File: src/hdl/txcon_pkg.sv
// Shared constants, command types and state encodings for the text console.
// No dependencies; every other file of the console imports this package.
`default_nettype none

package txcon_pkg;

    localparam int COLUMNS     = 80;
    localparam int ROWS        = 25;
    localparam int CELL_COUNT  = COLUMNS * ROWS;
    localparam int CELL_AW     = $clog2(CELL_COUNT);
    localparam int CELL_W      = 16;
    localparam int CHAR_W      = 8;
    localparam int ATTR_W      = 8;
    localparam int OP_W        = 2;
    localparam int INDEX_W     = 11;
    localparam int ROW_W       = 5;
    localparam int COL_W       = 7;
    localparam int QUEUE_DEPTH = 4;
    localparam int QUEUE_AW    = $clog2(QUEUE_DEPTH);

    localparam logic [CHAR_W-1:0] NEWLINE_CODE = 8'd10;
    localparam logic [CHAR_W-1:0] SPACE_CODE   = 8'd32;
    localparam logic [ATTR_W-1:0] ATTR_RESET   = 8'h07;

    typedef enum logic [OP_W-1:0] {
        OP_PUT   = 2'd0,
        OP_CLEAR = 2'd1,
        OP_READ  = 2'd2,
        OP_NONE  = 2'd3
    } t_op;

    typedef enum logic [2:0] {
        CMD_PUT,
        CMD_NEWLINE,
        CMD_CLEAR,
        CMD_READ,
        CMD_NOP
    } t_cmd_kind;

    typedef struct packed {
        t_cmd_kind          kind;
        logic [CHAR_W-1:0]  chr;
        logic [CELL_AW-1:0] index;
        logic               in_range;
    } t_cmd;

    typedef struct packed {
        logic q_full;
        logic init_busy;
    } t_front_ctl;

    typedef enum logic [1:0] {
        ST_IDLE,
        ST_SCROLL,
        ST_FILL,
        ST_RESULT
    } t_back_state;

endpackage

`default_nettype wire

File: src/hdl/txcon_front.sv
// Front end of the text console: input handshake and command classification.
// Depends on txcon_pkg; feeds commands into txcon_queue.
`default_nettype none

module txcon_front
    import txcon_pkg::*;
(
    input  wire logic               i_in_valid,
    output logic                    o_in_stall,
    input  wire logic [OP_W-1:0]    i_operation,
    input  wire logic [CHAR_W-1:0]  i_character,
    input  wire logic [INDEX_W-1:0] i_cell_index,
    input  wire t_front_ctl         i_ctl,
    output logic                    o_push,
    output t_cmd                    o_cmd
);

    always_comb begin
        o_in_stall = i_ctl.q_full || i_ctl.init_busy;
        o_push     = i_in_valid && !o_in_stall;
    end

    always_comb begin
        o_cmd.chr      = i_character;
        o_cmd.index    = CELL_AW'(i_cell_index);
        o_cmd.in_range = (32'(i_cell_index) < 32'(CELL_COUNT));
        case (i_operation)
            OP_PUT: begin
                o_cmd.kind = (i_character == NEWLINE_CODE) ? CMD_NEWLINE : CMD_PUT;
            end
            OP_CLEAR: begin
                o_cmd.kind = CMD_CLEAR;
            end
            OP_READ: begin
                o_cmd.kind = CMD_READ;
            end
            default: begin
                o_cmd.kind = CMD_NOP;
            end
        endcase
    end

endmodule

`default_nettype wire

File: config.mk
export PLATFORM = sky130hd
export DESIGN_NAME = txcon_front
export DESIGN_NICKNAME = d
export VERILOG_FILES = /design/src/hdl/txcon_pkg.sv /design/src/hdl/txcon_front.sv
export SDC_FILE = /design/constraint.sdc
export NUM_CORES = 1
export LEC_CHECK = 0
export BUFFER_PORTS_ARGS = -buffer_cell sky130_fd_sc_hd__buf_2
export CAP_MARGIN = 25
export CORE_AREA = 2 2 39 41
export DETAILED_ROUTE_END_ITERATION = 16
export DIE_AREA = 0 0 41 43
export GPL_TIMING_DRIVEN = 0
export PLACE_DENSITY = 0.72
export SLEW_MARGIN = 5
export SYNTH_ARGS = -nofsm -noshare
export SYNTH_HDL_FRONTEND = slang
export SYNTH_SLANG_ARGS = --single-unit
File: constraint.sdc
create_clock -name vclk -period 0.8
set_input_delay 0.12 -clock vclk [all_inputs]
set_output_delay 0.12 -clock vclk [all_outputs]
set_load 0.1 [all_outputs]
==> impl_metrics.json <==
{
  "status": "complete, but fails checks",
  "violations": "negative setup slack",
  "muxShareOfSynthArea_pct": 0,
  "final_hold_viol_count": 0,
  "grt_use_met1_pct": 11.4,
  "hold_path.class": "in2out",
  "setup_viol": 3,
  "period_needed_ns": 1.04,
  "drc": 0,
  "vias_per_cell": 3.89,
  "max_freq_mhz": 962,
  "final-instance-count-excl-fill": 96,
  "seqCellArea_um2": 0,
  "worst_pin_slew_ns": 0.488,
  "syn_inst": 33,
  "die_area_um2": 1760,
  "die_h_um": 43,
  "dp_cells": 94,
  "busiest_layer": "met2",
  "multi_input_area_um2": 185,
  "syn_area_um2": 255,
  "synth_top_area_share_pct": 55.9,
  "synth-compound-area-share_pct": 6.86,
  "fin_crit_sh_pct": 130,
  "rsz0062_at_grt": "true",
  "synth-simple-area-share_pct": 23.0,
  "worst-setup-path-type": "in2out",
  "initial_core_util_pct": 18.4,
  "hpwlAfterDp_um": 702,
  "cp.arrival_ns": 0.92,
  "grt_pass1_wl_um": 1390,
  "synth_xor_xnor_area_share_pct": 0,
  "synthesis.nets": 59,
  "maxCapViolCount": 0,
  "met3_usage_pct": 0.524,
  "netlist_top_cells_area": "buf_4, nor4b_2, ha_1",
  "grt_overflow": 0,
  "drt-total-wl_um": 910,
  "vias": 373,
  "antenna_found_initial": 0,
  "yosysTopAreaCell": "buf_4",
  "cp_max_fo": 3,
  "slew_headroom_pct": 67.7,
  "ios": 49,
  "std_cell_rows": 14,
  "seq_area_frac_synth_pct": 0,
  "n_sequential_cell": 0,
  "yosysWarnings": 0,
  "nClkBuffers": 0,
  "worst_slack_ns": -0.239,
  "grt_pass1_vias": 373,
  "die-width_um": 41,
  "critPathCaptureType": "output pin",
  "synth_top_family_by_area": "buffers and inverters",
  "ant_nets": 0,
  "p_leak_nw": 0.404,
  "drt_iter0_drc": 0,
  "post_synth_num_cell_types": 10,
  "wl_per_cell_um": 9.48,
  "n_antenna_cell": 0,
  "place.gp.congestion": 0.699,
  "synth_fa_ha_area_share_pct": 9.80,
  "hold_ws_ns": 0.616,
  "grt_use_total_pct": 10.6,
  "grt_max_degree": 4,
  "fin_nets": 108,
  "required_ns": 0.68,
  "drt_first_pass_iters": 1,
  "avgSynthCellArea_um2": 7.73,
  "maxSlewViolCount": 0,
  "core_area_um2": 1380,
  "port_buffers": 45,
  "postCtsHoldBufs": 0,
  "syn2layout_area_growth_pct": 208,
  "ir_drop_mv": 0.495,
  "p_per_area_nw_per_um2": 1120,
  "grt_use_met2_pct": 21.6,
  "drive_gt1_share_pct": 96.3,
  "fill_cells": 108,
  "cp-start-kind": "input port"
}
==> cell usage after synthesis <==
cell type  number
or2_2           1
inv_1           3
o2111ai_1       1
ha_1            2
nor2_1          1
buf_4          19
nor4b_2         2
a31o_1          1
nor2b_1         2
and3_1          1
==> metal layers <==
| metal | vias to the layer above | wire length [um] |
|---|---|---|
| li1 | 183 | - |
| met1 | 156 | 281 |
| met2 | 34 | 504 |
| met3 | 0 | 124 |
| met4 | 0 | 0 |
| met5 | - | 0 |
==> through the flow <==
step / instance area, um2 / setup TNS [ns] / power [W] / setup slack (ns) / util [%]
2_1_floorplan: 333 / -0.516 / 0.000629 / -0.346 / -
3_3_place_gp: 578 / -2.42 / 0.000743 / -0.564 / 41.8
3_5_place_dp: 578 / -2.50 / 0.000748 / -0.556 / 41.8
4_1_cts: 777 / -0.322 / 0.000873 / -0.254 / 56.1
5_1_grt: 786 / -0.376 / 0.000905 / -0.260 / 56.8
6_report: 786 / -0.323 / 0.000878 / -0.239 / 56.8
==> cells in the final DEF, fill, tap and decap left out <==
cell type and instances:
buf_4 36, buf_2 18, buf_12 6, buf_6 5, nor2b_1 2, nor4b_4 2, ha_4 2, inv_6 1
or2_4 1, inv_1 1, nor2_4 1, and3_4 1, o2111ai_4 1, a31o_4 1, inv_12 1, buf_8 1
==> cell type report <==
class                           instances  area share [%]
Buffer                                 19            18.2
Inverter                                3            3.66
Multi-Input combinational cell         11            23.6
Tap cell                               16            2.55
Timing Repair Buffer                   47            52.1
==> final timing paths <==
check / cells after the start / slack (ns) / startpoint / end
max: 6 / -0.24 / i_operation[1] / o_cmd[20]
min: 4 / 0.62 / i_in_valid / o_push
==> repair_timing <==
item	in CTS	in global routing
pin swaps	6	2
gates resized for setup	50	1
buffers inserted	2	0
setup endpoints to repair	21	4
==> worst max-delay path: stages <==
cell and delay, ns:
buf_12 0.12, inv_12 0.04, ha_4 0.10, nor4b_4 0.18
a31o_4 0.19, buf_12 0.16
==> report_power, final <==
part	internal, W	switching (W)
sequential	0	0
clock	0	0
combinational	0.000274	0.000603
total	0.000274	0.000603
==> logic make-up (layout without fill, tap and decap cells) <==
kind of cell | count (synthesis) | count (layout)
compound gates | 2 | 2
fa+ha+maj | 2 | 2
buf+inv | 22 | 69
simple gates | 7 | 7
(Power assumes the default switching activity.)
