--- config.mk ---
export PLATFORM = sky130hd
export DESIGN_NAME = txcon_queue
export DESIGN_NICKNAME = d
export VERILOG_FILES = /design/src/hdl/txcon_pkg.sv /design/src/hdl/txcon_queue.sv
export SDC_FILE = /design/constraint.sdc
export NUM_CORES = 1
export LEC_CHECK = 0
export BUFFER_PORTS_ARGS = -buffer_cell sky130_fd_sc_hd__buf_4
export CAP_MARGIN = 20
export CELL_PAD_IN_SITES_DETAIL_PLACEMENT = 0
export CELL_PAD_IN_SITES_GLOBAL_PLACEMENT = 2
export CORE_MARGIN = 3
export CORE_UTILIZATION = 41
export CTS_CLUSTER_DIAMETER = 50
export DETAILED_ROUTE_END_ITERATION = 8
export HOLD_SLACK_MARGIN = 0.03
export PLACE_DENSITY = 0.71
export SYNTH_ARGS = -nofsm -noshare
export SYNTH_HDL_FRONTEND = slang
export SYNTH_SLANG_ARGS = --single-unit
--- constraint.sdc ---
create_clock -name i_clk -period 5.1 [get_ports i_clk]
set_clock_uncertainty 0.05 [all_clocks]
set_input_delay 1.02 -clock i_clk [delete_from_list [all_inputs] [get_ports i_clk]]
set_output_delay 1.02 -clock i_clk [all_outputs]
set_load 0.01 [all_outputs]
--- src/hdl/txcon_pkg.sv ---
// Shared constants, command types and state encodings for the text console.
// No dependencies; every other file of the console imports this package.
`default_nettype none

package txcon_pkg;

    localparam int COLUMNS     = 80;
    localparam int ROWS        = 25;
    localparam int CELL_COUNT  = COLUMNS * ROWS;
    localparam int CELL_AW     = $clog2(CELL_COUNT);
    localparam int CELL_W      = 16;
    localparam int CHAR_W      = 8;
    localparam int ATTR_W      = 8;
    localparam int OP_W        = 2;
    localparam int INDEX_W     = 11;
    localparam int ROW_W       = 5;
    localparam int COL_W       = 7;
    localparam int QUEUE_DEPTH = 4;
    localparam int QUEUE_AW    = $clog2(QUEUE_DEPTH);

    localparam logic [CHAR_W-1:0] NEWLINE_CODE = 8'd10;
    localparam logic [CHAR_W-1:0] SPACE_CODE   = 8'd32;
    localparam logic [ATTR_W-1:0] ATTR_RESET   = 8'h07;

    typedef enum logic [OP_W-1:0] {
        OP_PUT   = 2'd0,
        OP_CLEAR = 2'd1,
        OP_READ  = 2'd2,
        OP_NONE  = 2'd3
    } t_op;

    typedef enum logic [2:0] {
        CMD_PUT,
        CMD_NEWLINE,
        CMD_CLEAR,
        CMD_READ,
        CMD_NOP
    } t_cmd_kind;

    typedef struct packed {
        t_cmd_kind          kind;
        logic [CHAR_W-1:0]  chr;
        logic [CELL_AW-1:0] index;
        logic               in_range;
    } t_cmd;

    typedef struct packed {
        logic q_full;
        logic init_busy;
    } t_front_ctl;

    typedef enum logic [1:0] {
        ST_IDLE,
        ST_SCROLL,
        ST_FILL,
        ST_RESULT
    } t_back_state;

endpackage

`default_nettype wire

--- src/hdl/txcon_queue.sv ---
// Short command queue between the console front end and the execution back end.
// Depends on txcon_pkg for the command type and the queue depth.
`default_nettype none

module txcon_queue
    import txcon_pkg::*;
(
    input  wire logic i_clk,
    input  wire logic i_rst_n,
    input  wire logic i_push,
    input  wire t_cmd i_cmd,
    input  wire logic i_pop,
    output t_cmd      o_head,
    output logic      o_full,
    output logic      o_empty
);

    t_cmd                r_slot [QUEUE_DEPTH];
    logic [QUEUE_AW-1:0] r_wr_ptr;
    logic [QUEUE_AW-1:0] r_rd_ptr;
    logic [QUEUE_AW:0]   r_count;
    logic [QUEUE_AW-1:0] n_wr_ptr;
    logic [QUEUE_AW-1:0] n_rd_ptr;
    logic [QUEUE_AW:0]   n_count;
    logic                do_push;
    logic                do_pop;

    always_comb begin
        o_full   = (r_count == (QUEUE_AW + 1)'(QUEUE_DEPTH));
        o_empty  = (r_count == '0);
        o_head   = r_slot[r_rd_ptr];
        do_push  = i_push && !o_full;
        do_pop   = i_pop && !o_empty;
        n_wr_ptr = do_push ? r_wr_ptr + QUEUE_AW'(1) : r_wr_ptr;
        n_rd_ptr = do_pop ? r_rd_ptr + QUEUE_AW'(1) : r_rd_ptr;
        n_count  = r_count;
        if (do_push && !do_pop) begin
            n_count = r_count + (QUEUE_AW + 1)'(1);
        end else if (do_pop && !do_push) begin
            n_count = r_count - (QUEUE_AW + 1)'(1);
        end
    end

    always_ff @(posedge i_clk) begin
        if (!i_rst_n) begin
            r_wr_ptr <= '0;
            r_rd_ptr <= '0;
            r_count  <= '0;
        end else begin
            r_wr_ptr <= n_wr_ptr;
            r_rd_ptr <= n_rd_ptr;
            r_count  <= n_count;
        end
    end

    always_ff @(posedge i_clk) begin
        if (do_push) begin
            r_slot[r_wr_ptr] <= i_cmd;
        end
    end

endmodule

`default_nettype wire

==> reports/results.txt <==
Avg Synthesized Cell Area = 22.8 um2
Hold crit path type = register to register
Worst Setup End Kind = output pin
Post-Synth Adder-Cell Area = 0.0216
IO Count = 52
LEAKAGE = 1.54 nW
GRT Util Overall = 0.130
Register area share after synthesis = 0.768
Part of the cycle the worst path needs = 0.605
CTS Buf Count = 9
Worst slack, placed = 2.10 ns
Critical path type = register to output pin
Die X = 103 um
Crit path buffers/inverters = 1
DR vias = 1732
WL/cell = 18.6 um
Vias/cell = 5.08
Startpoint Class = register
Final ANT Viol Nets = 0
Post-DP HPWL = 4090 um
Compound-cell area share of the yosys netlist = 0.00882
Final setup fails = 0
Initial Util = 0.431
Syn_nets = 201
RSZ-0062 raised after global routing = no
Final GP Congestion = 0.700
Die height = 103 um
Post-CTS setup buffers = 0
Largest net degree at the start of global routing = 24
Post-Synth XOR/XNOR Area = 0.00914
Die area = 10500 um2
Fmax = 0.324 GHz
Vias in the first global route = 1949
Seq cells post-synth = 101
1st-iter DRT viols = 50
Most common cell after layout, fill and taps aside = edfxtp_1
First-pass GRT wire length = 9940 um
Most frequent cells in the layout = edfxtp_1, buf_4, mux4_2, clkbuf_8
YS warnings = 0
VDD IR max = 0.177 mV
Max clock buf depth = 2
TritonCTS clock tree = done
Mux cell area share after synthesis = 0.143
Root buffer cell = clkbuf_8
Share of cells above drive strength 1 = 0.416
Cell family with most CP delay = flip-flops
Max Cap Violations = 0
Clk_lat worst skew = 0.35 ns
Final worst slack = 2.01 ns
Post-synthesis simple-gate area fraction = 0.0265
Crit Path Max Fanout = 23
Core Util, Final = 0.508
H-tree depth = 3
Clk pin slew, worst setup/hold paths = 0.09 ns
Gr ovfl total = 0
Core Area = 8890 um2
Post-Syn Area = 3830 um2
Diode count = 0
Synth top area cells = edfxtp_1, mux4_2, dfxtp_1
Syn Inst Count = 168
DRT Wirelength = 6350 um
Worst Path Arrival = 2.02 ns
Row cnt = 34
Top-area cell type share of the netlist area = 0.721
Metal2 WL = 3360 um
Buffers on Ports = 51
Slew headroom = 0.437
Max Used Layer = met4
Critical path's slowest cell = dfxtp_2
Antenna violations before repair = 0
TritonRoute pass-1 iters = 4
Largest family of logic cells by synthesized area = multiplexers
Yosys cell types = 23
DRC Markers = 0
Area leader, netlist = edfxtp_1
Final Max Slew Viols = 0
Fin crit period = 3.09 ns
Worst slew pin tran = 0.844 ns
CTS Sinks = 101
P per Cell Area = 459 nW/um2
Setup TNS = 0 ns
Met3 wire len = 270 um
Post-CTS Resized = 0
Critical Path RT = 4.03 ns
Area grow syn2layout = 18.0%
Status = complete, no violations
Critical path's largest stage delay = 0.88 ns
Nets@finish = 261
Total power = 0.00208 W
Hold-fix buffers at CTS = 0
Critical path cell sequence = mux4_2 -> buf_4
Hold Violations, Final = 0
Met1 Wirelength = 2600 um
[where the power goes]
group | switching, W | total (W) | leakage (nW) | internal (W)
registers | 0.0000926 | 0.00110 | 0.918 | 0.00101
logic | 0.000217 | 0.000538 | 0.537 | 0.000320
clock network | 0.000259 | 0.000438 | 0.0878 | 0.000179
total | 0.000569 | 0.00208 | 1.54 | 0.00151
[Yosys cell counts (all sizes together)]
cell,number
mux2i,3
o311ai,1
o21ai,1
fa,1
a21boi,1
clkbuf,1
mux4,23
or3,1
xnor2,3
and2,8
dfxtp,9
nor2b,2
nand2,4
buf,6
nor3b,1
o31ai,1
nor3,1
edfxtp,92
ha,5
inv,3
xor2,1
[state kept, by name (all words and copies together) (netlist names), named ones only]
signal / count
r_slot: 92
r_count: 3
r_wr_ptr: 2
r_rd_ptr: 2
[worst min-delay path, stage by stage (launching register included)]
cell     delay [ns]
dfxtp_1        0.35
nand2_1        0.07
mux2i_1        0.05
[final timing paths]
kind,start,endpoint,slack [ns],cells past startpoint
min,r_wr_ptr[1],r_wr_ptr[1],0.46,2
min reg2reg,r_wr_ptr[1],r_wr_ptr[1],0.46,2
max,register,o_head[17],2.01,2
max reg2reg,r_count[0],r_count[2],2.65,8
[metal layers]
layer | vias to the layer above | GRT usage
li1 | 798 | -
met1 | 892 | 0.155
met2 | 33 | 0.226
met3 | 9 | 0.0413
met4 | 0 | 0.0414
met5 | - | 0
[per-stage QoR]
step / area (um2) / instances / hold slack, ns
final: 4520 / 341 / 0.461
after global routing: 4520 / 341 / 0.502
after CTS: 4470 / 339 / 0.466
after detailed placement: 4300 / 323 / 0.452
after global placement: 4300 / 323 / 0.430
after floorplan: 3830 / 168 / 0.418
[area by class of cell]
| cell class | instances | area (um2) |
|---|---|---|
| Multi-Input combinational cell | 57 | 801 |
| Clock inverter | 7 | 47.5 |
| Clock buffer | 9 | 124 |
| Tap cell | 108 | 135 |
| Fill cell | 702 | 4370 |
| Timing Repair Buffer | 56 | 458 |
| Inverter | 3 | 11.3 |
| Sequential cell | 101 | 2940 |
[logic make-up after synthesis]
group / after synthesis
flops: 101
mux: 26
compound gates: 4
xor+xnor: 4
fa+ha+maj: 6
simple gates: 17
buf+inv: 10
No activity file was read; power rests on OpenSTA's default activity.
